$ cat src/rtl/ppdc_pkg.sv
// Shared types and constants for the position PID drive controller.
// No dependencies; every other file in rtl/ imports this package.
package ppdc_pkg;

    // Field widths
    localparam int POS_W      = 24;              // encoder and target width
    localparam int ERR_W      = POS_W + 2;       // error in half degrees
    localparam int DELTA_W    = ERR_W + 1;       // error difference
    localparam int INT_W      = 14;              // integral, 0.01 deg*s units
    localparam int TOL_W      = 10;
    localparam int GAIN_W     = 16;
    localparam int GAIN_FRAC  = 12;              // Q4.12 gains
    localparam int DRIVE_W    = 8;
    localparam int CFG_IDX_W  = 3;
    localparam int CFG_DATA_W = (POS_W > GAIN_W) ? POS_W : GAIN_W;  // widest register

    // Product widths (gain is zero-extended to a signed GAIN_W+1 operand)
    localparam int PP_W  = GAIN_W + 1 + ERR_W;
    localparam int PI_W  = GAIN_W + 1 + INT_W;
    localparam int PD_W  = GAIN_W + 1 + DELTA_W;
    localparam int NUM_W = PD_W + 14;            // room for the *5000 term and the sum
    localparam int MAG_W = NUM_W - 1;

    // Integral clamp
    localparam int INTEGRAL_LIMIT = 5000;

    // Output scaling: drive = round(num / (200 * 2^GAIN_FRAC)), saturated
    localparam int DRIVE_LIMIT = 100;
    localparam int DIV_BASE    = 200;
    localparam logic [MAG_W:0] ROUND_HALF = (MAG_W + 1)'(DIV_BASE) << (GAIN_FRAC - 1);
    localparam int T_W         = 15;             // quotient by 2^GAIN_FRAC, below SAT_T
    localparam int SAT_T       = (DRIVE_LIMIT + 1) * DIV_BASE;
    localparam int RECIP_SHIFT = 22;
    localparam int RECIP_W     = 15;
    localparam logic [RECIP_W-1:0] RECIP_200 =
        RECIP_W'(((1 << RECIP_SHIFT) + DIV_BASE - 1) / DIV_BASE);
    localparam int Q_W         = 7;

    // Constant scale factors of the three PID terms
    localparam logic signed [NUM_W-1:0] SCALE_P = NUM_W'(100);
    localparam logic signed [NUM_W-1:0] SCALE_I = NUM_W'(2);
    localparam logic signed [NUM_W-1:0] SCALE_D = NUM_W'(5000);

    // Output queue
    localparam int FIFO_DEPTH = 8;
    localparam int FIFO_AW    = 3;
    localparam int CNT_W      = FIFO_AW + 1;

    // Register indexes
    typedef enum logic [CFG_IDX_W-1:0] {
        REG_TARGET    = 3'd0,
        REG_TOLERANCE = 3'd1,
        REG_GAIN_P    = 3'd2,
        REG_GAIN_I    = 3'd3,
        REG_GAIN_D    = 3'd4
    } t_cfg_idx;

    // Request and response payloads
    typedef struct packed {
        logic signed [POS_W-1:0] left_position;
        logic signed [POS_W-1:0] right_position;
        logic                    start_move;
    } t_req;

    typedef struct packed {
        logic signed [DRIVE_W-1:0] drive_percent;
        logic                      move_done;
    } t_rsp;

    // Between pipeline stages
    typedef struct packed {
        logic                      valid;
        logic                      done;
        logic signed [ERR_W-1:0]   e2;
        logic signed [DELTA_W-1:0] delta;
        logic signed [INT_W-1:0]   integral;
    } t_err_stage;

    typedef struct packed {
        logic                    valid;
        logic                    done;
        logic signed [PP_W-1:0]  pp;
        logic signed [PI_W-1:0]  pi;
        logic signed [PD_W-1:0]  pd;
    } t_prod_stage;

    typedef struct packed {
        logic                    valid;
        logic                    done;
        logic signed [NUM_W-1:0] sp;
        logic signed [NUM_W-1:0] si;
        logic signed [NUM_W-1:0] sd;
    } t_scaled_stage;

    typedef struct packed {
        logic           valid;
        logic           done;
        logic           neg;
        logic           sat;
        logic [T_W-1:0] t;
    } t_round_stage;

endpackage

$ cat src/rtl/ppdc_output.sv
// Sum, round-to-nearest division by 200*2^12 and saturation of the drive.
// Depends on ppdc_pkg. Two register stages; the last one feeds the output queue.
module ppdc_output (
    input  logic                    i_clk,
    input  logic                    i_rst_n,
    input  ppdc_pkg::t_scaled_stage i_stage,
    output logic                    o_valid,
    output ppdc_pkg::t_rsp          o_rsp
);
    import ppdc_pkg::*;

    t_round_stage r_round, n_round;
    logic         r_valid;
    t_rsp         r_rsp, n_rsp;

    logic signed [NUM_W-1:0] num;
    logic [NUM_W-1:0]        num_neg;
    logic [MAG_W-1:0]        mag;
    logic [MAG_W:0]          rnd;
    logic [MAG_W-GAIN_FRAC:0] t_full;
    logic [T_W+RECIP_W-1:0]  prod;
    logic [Q_W-1:0]          q;

    // Sum and magnitude, rounding half away from zero
    assign num     = i_stage.sp + i_stage.si + i_stage.sd;
    assign num_neg = NUM_W'(-num);
    assign mag     = num[NUM_W-1] ? num_neg[MAG_W-1:0] : num[MAG_W-1:0];
    assign rnd     = {1'b0, mag} + ROUND_HALF;
    assign t_full  = rnd[MAG_W:GAIN_FRAC];

    always_comb begin
        n_round.valid = i_stage.valid;
        n_round.done  = i_stage.done;
        n_round.neg   = num[NUM_W-1];
        n_round.sat   = t_full >= (MAG_W - GAIN_FRAC + 1)'(SAT_T);
        n_round.t     = t_full[T_W-1:0];
    end

    // Divide by 200 through a reciprocal, then saturate and sign
    assign prod = (T_W+RECIP_W)'(r_round.t) * (T_W+RECIP_W)'(RECIP_200);
    assign q    = r_round.sat ? Q_W'(DRIVE_LIMIT) : prod[RECIP_SHIFT +: Q_W];

    always_comb begin
        n_rsp.drive_percent = r_round.neg ? -DRIVE_W'(q) : DRIVE_W'(q);
        n_rsp.move_done     = r_round.done;
    end

    always_ff @(posedge i_clk) begin
        if (!i_rst_n) begin
            r_round <= '0;
            r_valid <= 1'b0;
        end else begin
            r_round <= n_round;
            r_valid <= r_round.valid;
        end
    end

    always_ff @(posedge i_clk) begin
        r_rsp <= n_rsp;
    end

    assign o_valid = r_valid;
    assign o_rsp   = r_rsp;

endmodule

$ cat config.mk
export PLATFORM = sky130hd
export DESIGN_NAME = ppdc_output
export DESIGN_NICKNAME = d
export VERILOG_FILES = /design/src/rtl/ppdc_pkg.sv /design/src/rtl/ppdc_output.sv
export SDC_FILE = /design/constraint.sdc
export NUM_CORES = 1
export LEC_CHECK = 0
export BUFFER_PORTS_ARGS = -buffer_cell sky130_fd_sc_hd__buf_2
export CORE_MARGIN = 10
export CORE_UTILIZATION = 50
export CTS_CLUSTER_SIZE = 12
export DETAILED_ROUTE_END_ITERATION = 8
export GPL_TIMING_DRIVEN = 0
export PLACE_DENSITY = 0.67
export SLEW_MARGIN = 20
export SYNTH_ARGS = -nofsm -noshare
export SYNTH_HDL_FRONTEND = slang
export SYNTH_SLANG_ARGS = --single-unit
$ cat constraint.sdc
create_clock -name i_clk -period 13.4 [get_ports i_clk]
set_clock_uncertainty 0.15 [all_clocks]
set_input_delay 1.34 -clock i_clk [delete_from_list [all_inputs] [get_ports i_clk]]
set_output_delay 1.34 -clock i_clk [all_outputs]
set_load 0.005 [all_outputs]
==> results.py, run 1 <==
metrics = {
    "route": {
        "vias_per_cell": 6.01,
        "route.detailed.drc": 0,
        "dr.pass1.iters": 5,
        "vias": 13000,
        "wirelength_um": 38300,
        "ant_nets": 0,
        "wire_per_inst_um": 17.6,
        "drtIter0Drc": 1056,
    },
    "cells_and_area": {
        "final_common_cell": "buf_2",
        "layout_common_cells": "buf_2 (198), ha_1 (157), inv_1 (142), nand2_1 (128), fa_1 (126)",
        "syn2layout_area_growth_pct": 11.3,
        "antenna_cells": 0,
        "final_nets": 2296,
        "drive_gt1_frac": 0.175,
        "finalInstanceArea_um2": 14800,
    },
    "power_and_ir_drop": {
        "peakVddDrop_v": 0.000621,
        "powerDensity_nw_per_um2": 288,
        "p_leak_uw": 0.00651,
        "total_power_uw": 4260,
    },
    "floorplan": {
        "row_count": 59,
        "start_util": 0.509,
        "die_area_um2": 33500,
        "io-pin-count": 188,
        "core_um2": 26100,
        "die-height_um": 183,
        "die_x_um": 183,
    },
    "logic_synthesis": {
        "syn-num-nets": 2102,
        "ys_types": 124,
        "synth_seq_cells": 29,
        "ys_seq_area_frac": 0.0437,
        "yosysWarningCount": 0,
        "syn_inst": 1641,
        "synth_area_per_cell_um2": 8.09,
        "ys.flop_type": "dfxtp_1",
        "async_reset_ff_frac": 0,
        "yosysTopAreaCell": "fa_1",
        "yosys-top-cells-area": "fa_1 (19%), ha_1 (15%), a21oi_1 (4.4%), dfxtp_1 (4.4%), inv_1 (4.0%)",
        "synth-edff-count": 0,
        "synth_area_um2": 13300,
        "synth_top_cell_area_share": 0.190,
    },
    "place": {
        "dp_hpwl_um": 33400,
        "post_dp_cell_area_um2": 14600,
        "gp_congestion": 0.966,
        "dp_slack_ps": 3380,
        "io_buffer_count": 187,
    },
    "clock_network": {
        "cts.clk_slew.worst_paths_ps": 50,
        "cts.sinks": 29,
        "cts_buffers": 5,
        "htree_levels": 2,
        "postCtsSetupRepairBufs": 0,
        "ctsHoldBuffers": 0,
        "ctsRootBufferMaster": "clkbuf_16",
        "clkLatencyLatePin_ps": 270,
        "clockBufferDepth": 2,
        "cts_tree": "done",
        "post_cts_resized": 0,
    },
    "worst_setup_path": {
        "cp_max_fo": 10,
        "crit_start": "i_stage[1]",
        "slowest_stage": "clkbuf_1",
        "max_stage_delay_ps": 550,
        "arrival_ps": 9840,
        "r2r-start": "r_round[1]$_SDFF_PN0_",
        "cp_top_family": "buffers and inverters",
        "worstPathRequired_ps": 13410,
        "path_common_cell": "clkbuf_1",
        "path_buf_inv": 8,
        "end_kind": "flop",
        "critical_path_class": "in2reg",
        "start_kind": "input pin",
    },
    "outcome": {
        "status": "complete, no violations",
    },
    "timing": {
        "rsz0062_at_grt": "false",
        "fmax_ghz": 0.102,
        "holdWs_ps": 184,
        "drv_slew": 0,
        "period_share": 0.733,
        "setup_viol": 0,
        "worst_pin_slew_ps": 1070,
        "final_hold_viol_count": 0,
        "max_slew_margin": 0.282,
        "fin_ws_ps": 3570,
        "fin_tns_setup_ps": 0,
        "period_minus_slack_ps": 9830,
    },
    "run": {
        "drv_cap": 0,
    },
    "grt": {
        "overflow": 0,
        "grt_max_degree": 11,
        "grt_usage": 0.222,
        "grt_pass1_wl_um": 63200,
        "grt_pass1_vias": 12900,
        "antenna_found_initial": 0,
    },
    "min_path": {
        "min_path_type": "reg2reg",
        "min-delay-start": "n_rsp[0]$_SDFF_PN0_",
    },
}
[layer usage]
metal | up-vias | share of wire | global-route usage
met1 | 6144 | 0.47 | 0.304
met4 | 0 | 0.015 | 0.0400
met2 | 455 | 0.46 | 0.375
li1 | 6405 | - | -
met5 | - | 0 | 0
met3 | 38 | 0.051 | 0.0201
[cells in the mapped netlist, drive strengths merged, types with 20 or more instances]
library cell and instances:
buf 33, and2 28, o21ai 88, xnor2 61, a21oi 123, and3 23, o211ai 28, nor3 52
a21o 29, clkbuf 27, dfxtp 29, ha 157, nand4 51, xor2 31, inv 142, nand2 129
nor2 112, fa 126, nand3 49, nor4 20
[cell type report]
cell class                      instances  area (um^2)
Fill cell                            2494        11300
Multi-Input combinational cell       1409        11800
Sequential cell                        29          581
Buffer                                 60          404
Inverter                              143          537
Clock inverter                          2         10.0
Timing Repair Buffer                  187          936
Tap cell                              335          419
Clock buffer                            6          129
[power breakdown]
part           total [uW]  switching, uW  internal, uW
Combinational        3970           2290          1680
Clock                 106           37.7          67.9
Sequential            182           55.9           126
Total                4260           2380          1870
[flip-flops by register name, indices dropped and copies added, names as in the netlist]
name	flops
o_rsp	9
n_rsp	1
r_round	18
o_valid	1
[per-stage QoR]
stage | util | std cells
finish | 0.567 | 2171
global route | 0.567 | 2171
CTS | 0.567 | 2171
detailed placement | 0.561 | 2163
global placement | 0.561 | 2163
floorplan | - | 1641
[cell families after synthesis]
family	count (synthesis)	synth area share
AND/OR/NAND/NOR	558	0.224
buffers and inverters	203	0.0709
adder cells (fa/ha/maj)	283	0.338
AO/OA/AOI/OAI	458	0.247
multiplexers	17	0.0131
flip-flops	29	0.0437
XOR/XNOR	93	0.0630
[final timing paths]
| kind | endpoint | slack [ps] | cells after the start |
|---|---|---|---|
| hold reg to reg | o_rsp[0]$_DFF_P_ | 180 | 0 |
| hold / removal | o_rsp[0]$_DFF_P_ | 180 | 0 |
| setup / recovery | r_round[15]$_SDFF_PN0_ | 3570 | 29 |
| setup reg to reg | o_rsp[7]$_DFF_P_ | 7410 | 28 |
Power figures use the tool's default switching activity.
==> inputs of run 2 (changes only) <==
Clock period 13.4 ns to 9.4 ns, I/O delays scaled along.
==> run 2 against run 1 <==
Clock-buffer cell count is the same. Core utilization is essentially flat. Clock power grew 42%. Worst hold slack is the same. Power grew 43%. Final cell count is the same. Via count shrank 0.43%. Final area is essentially flat. Global-route usage is the same. Flip-flop and latch count is the same. Largest cell class unchanged. Largest power group unchanged.
==> results.py, run 2 (synthesized netlist as in run 1, its figures left out) <==
metrics = {
    "cells_and_area": {
        "syn2layout_area_growth_pct": 11.3,
        "top_register": "r_round",
        "layout_common_cells": "buf_2 (198), ha_1 (157), inv_1 (142), nand2_1 (128), fa_1 (126)",
        "finalInstanceArea_um2": 14800,
        "antenna_cells": 0,
        "final_nets": 2296,
        "fin_cells": 2171,
        "largest_register_ffs": 18,
        "final_common_cell": "buf_2",
        "drive_gt1_frac": 0.177,
    },
    "power_and_ir_drop": {
        "seqPwrFrac": 0.043,
        "powerDensity_nw_per_um2": 411,
        "power_frac_clock": 0.025,
        "p_sw_uw": 3400,
        "p_leak_uw": 0.00652,
        "sw_frac_of_total": 0.560,
        "peakVddDrop_v": 0.000885,
        "intPower_uw": 2670,
        "pwr-share-comb": 0.932,
    },
    "worst_setup_path": {
        "rr_worst_depth": 28,
        "endpoint": "r_round[15]$_SDFF_PN0_",
        "slowest_stage": "fa_1",
        "cp_max_fo": 10,
        "crit_start": "i_stage[1]",
        "r2r_end": "o_rsp[7]$_DFF_P_",
        "r2r-start": "r_round[1]$_SDFF_PN0_",
        "critical_path_class": "in2reg",
        "start_kind": "input pin",
        "max_stage_delay_ps": 530,
        "end_kind": "flop",
        "worstPathRequired_ps": 9410,
        "rrSetupSlack_ps": 3410,
        "arrival_ps": 8850,
        "path_common_cell": "clkbuf_2",
    },
    "route": {
        "route.detailed.drc": 0,
        "drtIter0Drc": 1041,
        "wire_per_inst_um": 17.7,
        "vias_per_cell": 5.98,
        "wirelength_um": 38300,
        "vias": 13000,
        "dr.pass1.iters": 5,
        "ant_nets": 0,
    },
    "floorplan": {
        "io-pin-count": 188,
        "die_x_um": 183,
        "die-height_um": 183,
        "row_count": 59,
        "die_area_um2": 33500,
        "start_util": 0.509,
        "core_um2": 26100,
    },
    "timing": {
        "period_minus_slack_ps": 8840,
        "fin_tns_setup_ps": 0,
        "worst_pin_slew_ps": 1050,
        "drv_slew": 0,
        "period_share": 0.941,
        "final_hold_viol_count": 0,
        "rsz0062_at_grt": "false",
        "max_slew_margin": 0.295,
        "setup_viol": 0,
        "fmax_ghz": 0.113,
    },
    "grt": {
        "grt_pass1_vias": 12900,
        "grt_max_degree": 11,
        "grt_usage": 0.222,
        "overflow": 0,
        "grt_pass1_wl_um": 63200,
        "antenna_found_initial": 0,
    },
    "run": {
        "drv_cap": 0,
    },
    "outcome": {
        "status": "complete, no violations",
    },
    "clock_network": {
        "htree_levels": 2,
        "cts_tree": "done",
        "cts.sinks": 29,
        "cts.clk_slew.worst_paths_ps": 50,
        "clockBufferDepth": 2,
        "ctsRootBufferMaster": "clkbuf_16",
        "post_cts_resized": 0,
        "clkLatencyLatePin_ps": 270,
        "cts_buffers": 5,
        "postCtsSetupRepairBufs": 0,
        "ctsHoldBuffers": 0,
    },
    "place": {
        "io_buffer_count": 187,
        "gp_congestion": 0.966,
        "dpl.cell_count": 2163,
        "dp_hpwl_um": 33400,
        "post_dp_cell_area_um2": 14600,
    },
    "min_path": {
        "min_path_type": "reg2reg",
    },
}
-- run 2: power groups by stage --
stage,Clock (uW),Sequential [uW],Combinational (uW)
floorplan,0,241,4360
global placement,0,262,5510
detailed placement,0,263,5660
CTS,154,261,5720
global route,157,272,6520
finish,151,260,5660
-- run 2: cell type report --
cell class | instances | area [um^2]
Tap cell | 335 | 419
Buffer | 60 | 408
Timing Repair Buffer | 187 | 936
Clock inverter | 2 | 10.0
Clock buffer | 6 | 129
Fill cell | 2493 | 11300
Multi-Input combinational cell | 1409 | 11800
Inverter | 143 | 537
Sequential cell | 29 | 581
-- run 2: worst max-delay path, delay by kind of cell --
family                   cells  cell delay, ps
AO/OA/AOI/OAI                8            2300
buffers and inverters        8            2040
AND/OR/NAND/NOR              7            1470
adder cells (fa/ha/maj)      4            1390
multiplexers                 1             380
XOR/XNOR                     1             280
-- run 2: routing by layer --
| metal | track usage | part of all wire | vias to the layer above |
|---|---|---|---|
| li1 | - | - | 6402 |
| met4 | 0.0400 | 0.014 | 0 |
| met1 | 0.304 | 0.47 | 6115 |
| met3 | 0.0201 | 0.054 | 40 |
| met2 | 0.375 | 0.47 | 429 |
| met5 | 0 | 0 | - |
-- run 2: how the worst min path moves through the flow --
stage,from,to,slack [ps],cells after the start
global route,n_rsp[0]$_SDFF_PN0_,o_rsp[0]$_DFF_P_,190,0
detailed placement,n_rsp[0]$_SDFF_PN0_,o_rsp[0]$_DFF_P_,170,0
CTS,n_rsp[0]$_SDFF_PN0_,o_rsp[0]$_DFF_P_,180,0
finish,n_rsp[0]$_SDFF_PN0_,o_rsp[0]$_DFF_P_,180,0
global placement,n_rsp[0]$_SDFF_PN0_,o_rsp[0]$_DFF_P_,160,0
floorplan,n_rsp[0]$_SDFF_PN0_,o_rsp[0]$_DFF_P_,160,0
-- run 2: per-stage QoR --
step | utilization | hold slack (ps) | setup slack [ps] | total power, uW
2_1_floorplan | - | 160 | 1640 | 4600
3_3_place_gp | 0.561 | 164 | -249 | 5770
3_5_place_dp | 0.561 | 173 | -222 | 5930
4_1_cts | 0.567 | 185 | 39.8 | 6130
5_1_grt | 0.567 | 188 | 173 | 6940
6_report | 0.567 | 184 | 559 | 6070
==> inputs of run 3 (changes only) <==
Settings changed: CORE_UTILIZATION 50 to 28, PLACE_DENSITY 0.67 to 0.41.
==> run 3 against run 2 <==
Critical path depth unchanged. Wire length is 13% higher. Register-to-register slack got worse by 70 ps. Sequential power about the same. Clock power is 26% higher. Power increased by 1.0%. Flip-flop and latch count stayed put. Maximum frequency up 1.1%. Setup slack better by 93 ps. Worst hold slack improved by 15 ps. Combinational power about the same. Non-clock buffer count is 1 lower.
==> results.py, run 3 (synthesized netlist as in run 1, its figures left out) <==
metrics = {
    "timing": {
        "worst_pin_slew_ps": 1080,
        "setup_viol": 0,
        "max_slew_margin": 0.272,
        "final_hold_viol_count": 0,
        "period_share": 0.931,
        "drv_slew": 0,
        "fin_ws_ps": 653,
        "holdWs_ps": 199,
        "fmax_ghz": 0.114,
        "rsz0062_at_grt": "false",
        "period_minus_slack_ps": 8750,
        "fin_tns_setup_ps": 0,
    },
    "power_and_ir_drop": {
        "peakVddDrop_v": 0.000293,
        "powerDensity_nw_per_um2": 405,
        "total_power_uw": 6130,
        "p_leak_uw": 0.00653,
    },
    "route": {
        "vias_per_cell": 5.22,
        "vias": 12800,
        "wirelength_um": 43400,
        "wl_met1_um": 21300,
        "dr.pass1.iters": 5,
        "wl_met2_um": 20300,
        "route.detailed.drc": 0,
        "wire_per_inst_um": 17.8,
        "highest-signal-layer": "met4",
        "ant_nets": 0,
        "drtIter0Drc": 579,
        "wl_met3_um": 1180,
    },
    "clock_network": {
        "cts.sinks": 29,
        "clkLatencyLatePin_ps": 290,
        "clockBufferDepth": 2,
        "htree_levels": 2,
        "cts_buffers": 5,
        "cts.clk_slew.worst_paths_ps": 60,
        "ctsHoldBuffers": 0,
        "ctsRootBufferMaster": "clkbuf_16",
        "cts_tree": "done",
    },
    "floorplan": {
        "die_area_um2": 56500,
        "core_um2": 46800,
        "io-pin-count": 188,
        "die_x_um": 238,
        "die-height_um": 238,
        "start_util": 0.284,
        "row_count": 79,
    },
    "min_path": {
        "min-delay-start": "n_rsp[0]$_SDFF_PN0_",
        "hold_path_end": "o_rsp[0]$_DFF_P_",
        "min_path_type": "reg2reg",
        "min_path_cells": 0,
    },
    "grt": {
        "overflow": 0,
        "antenna_found_initial": 0,
        "grt_usage": 0.151,
        "grt_pass1_vias": 13100,
        "grt_pass1_wl_um": 70200,
        "grt_max_degree": 11,
    },
    "worst_setup_path": {
        "r2r-start": "r_round[1]$_SDFF_PN0_",
        "worstPathRequired_ps": 9420,
        "cp_top_family": "compound AO/OA/AOI/OAI gates",
        "cp_max_fo": 19,
        "rrSetupSlack_ps": 3340,
        "path_common_cell": "clkbuf_2",
        "start_kind": "input pin",
        "arrival_ps": 8760,
        "rr_worst_depth": 28,
        "slowest_stage": "fa_1",
        "max_stage_delay_ps": 540,
        "path_buf_inv": 7,
        "cp.depth": 29,
        "end_kind": "flop",
        "r2r_end": "o_rsp[7]$_DFF_P_",
        "critical_path_class": "in2reg",
    },
    "place": {
        "io_buffer_count": 187,
        "dp_slack_ps": -636,
        "dp_hpwl_um": 38500,
        "gp_congestion": 0.839,
    },
    "cells_and_area": {
        "num-fill-cells": 5086,
        "largest_register_ffs": 18,
        "drive_gt1_frac": 0.178,
        "postLayoutCoreUtil": 0.324,
        "final_nets": 2295,
        "top_register": "r_round",
        "multi_input_area_um2": 11800,
        "antenna_cells": 0,
        "syn2layout_area_growth_pct": 14.2,
        "final_common_cell": "buf_2",
        "seqCellArea_um2": 581,
        "layout_common_cells": "buf_2 (198), ha_1 (157), inv_1 (142), nand2_1 (128), fa_1 (126)",
    },
    "outcome": {
        "status": "complete, no violations",
    },
    "run": {
        "drv_cap": 0,
    },
}
-- run 3: worst max-delay path by stage --
stage                     from                      to  slack (ps)
global route        i_stage[1]  r_round[15]$_SDFF_PN0_          80
detailed placement  i_stage[1]  r_round[15]$_SDFF_PN0_        -640
global placement    i_stage[1]  r_round[15]$_SDFF_PN0_        -710
finish              i_stage[1]  r_round[15]$_SDFF_PN0_         650
floorplan           i_stage[1]  r_round[15]$_SDFF_PN0_        1640
CTS                 i_stage[1]  r_round[15]$_SDFF_PN0_          80
-- run 3: final cells by class --
cell class                      instances  share of cell area
Clock inverter                          2             0.00248
Inverter                              143              0.0354
Timing Repair Buffer                  187              0.0618
Multi-Input combinational cell       1409               0.776
Buffer                                 59              0.0267
Clock buffer                            6             0.00917
Tap cell                              607              0.0501
Sequential cell                        29              0.0383
-- run 3: report_power, final --
part	switching [uW]	internal (uW)	total [uW]
registers	81.5	180	261
clock network	59.4	132	191
logic	3280	2400	5680
total	3420	2710	6130
-- run 3: metal layers --
metal | GRT usage | vias up
met5 | 0 | -
met4 | 0.0309 | 0
met3 | 0.0130 | 31
met2 | 0.251 | 216
met1 | 0.209 | 6112
li1 | - | 6397
-- run 3: per-stage QoR --
| stage | instances | cell area (um^2) |
|---|---|---|
| after floorplan | 1641 | 13300 |
| after global routing | 2442 | 15100 |
| after detailed placement | 2435 | 15000 |
| final | 2442 | 15100 |
| after global placement | 2435 | 15000 |
| after CTS | 2443 | 15100 |
-- run 3: repair_timing --
| item | in CTS | in global routing |
|---|---|---|
| setup endpoints to repair | 1 | 1 |
| resized for setup | 2 | 2 |
| setup buffers | 0 | 0 |
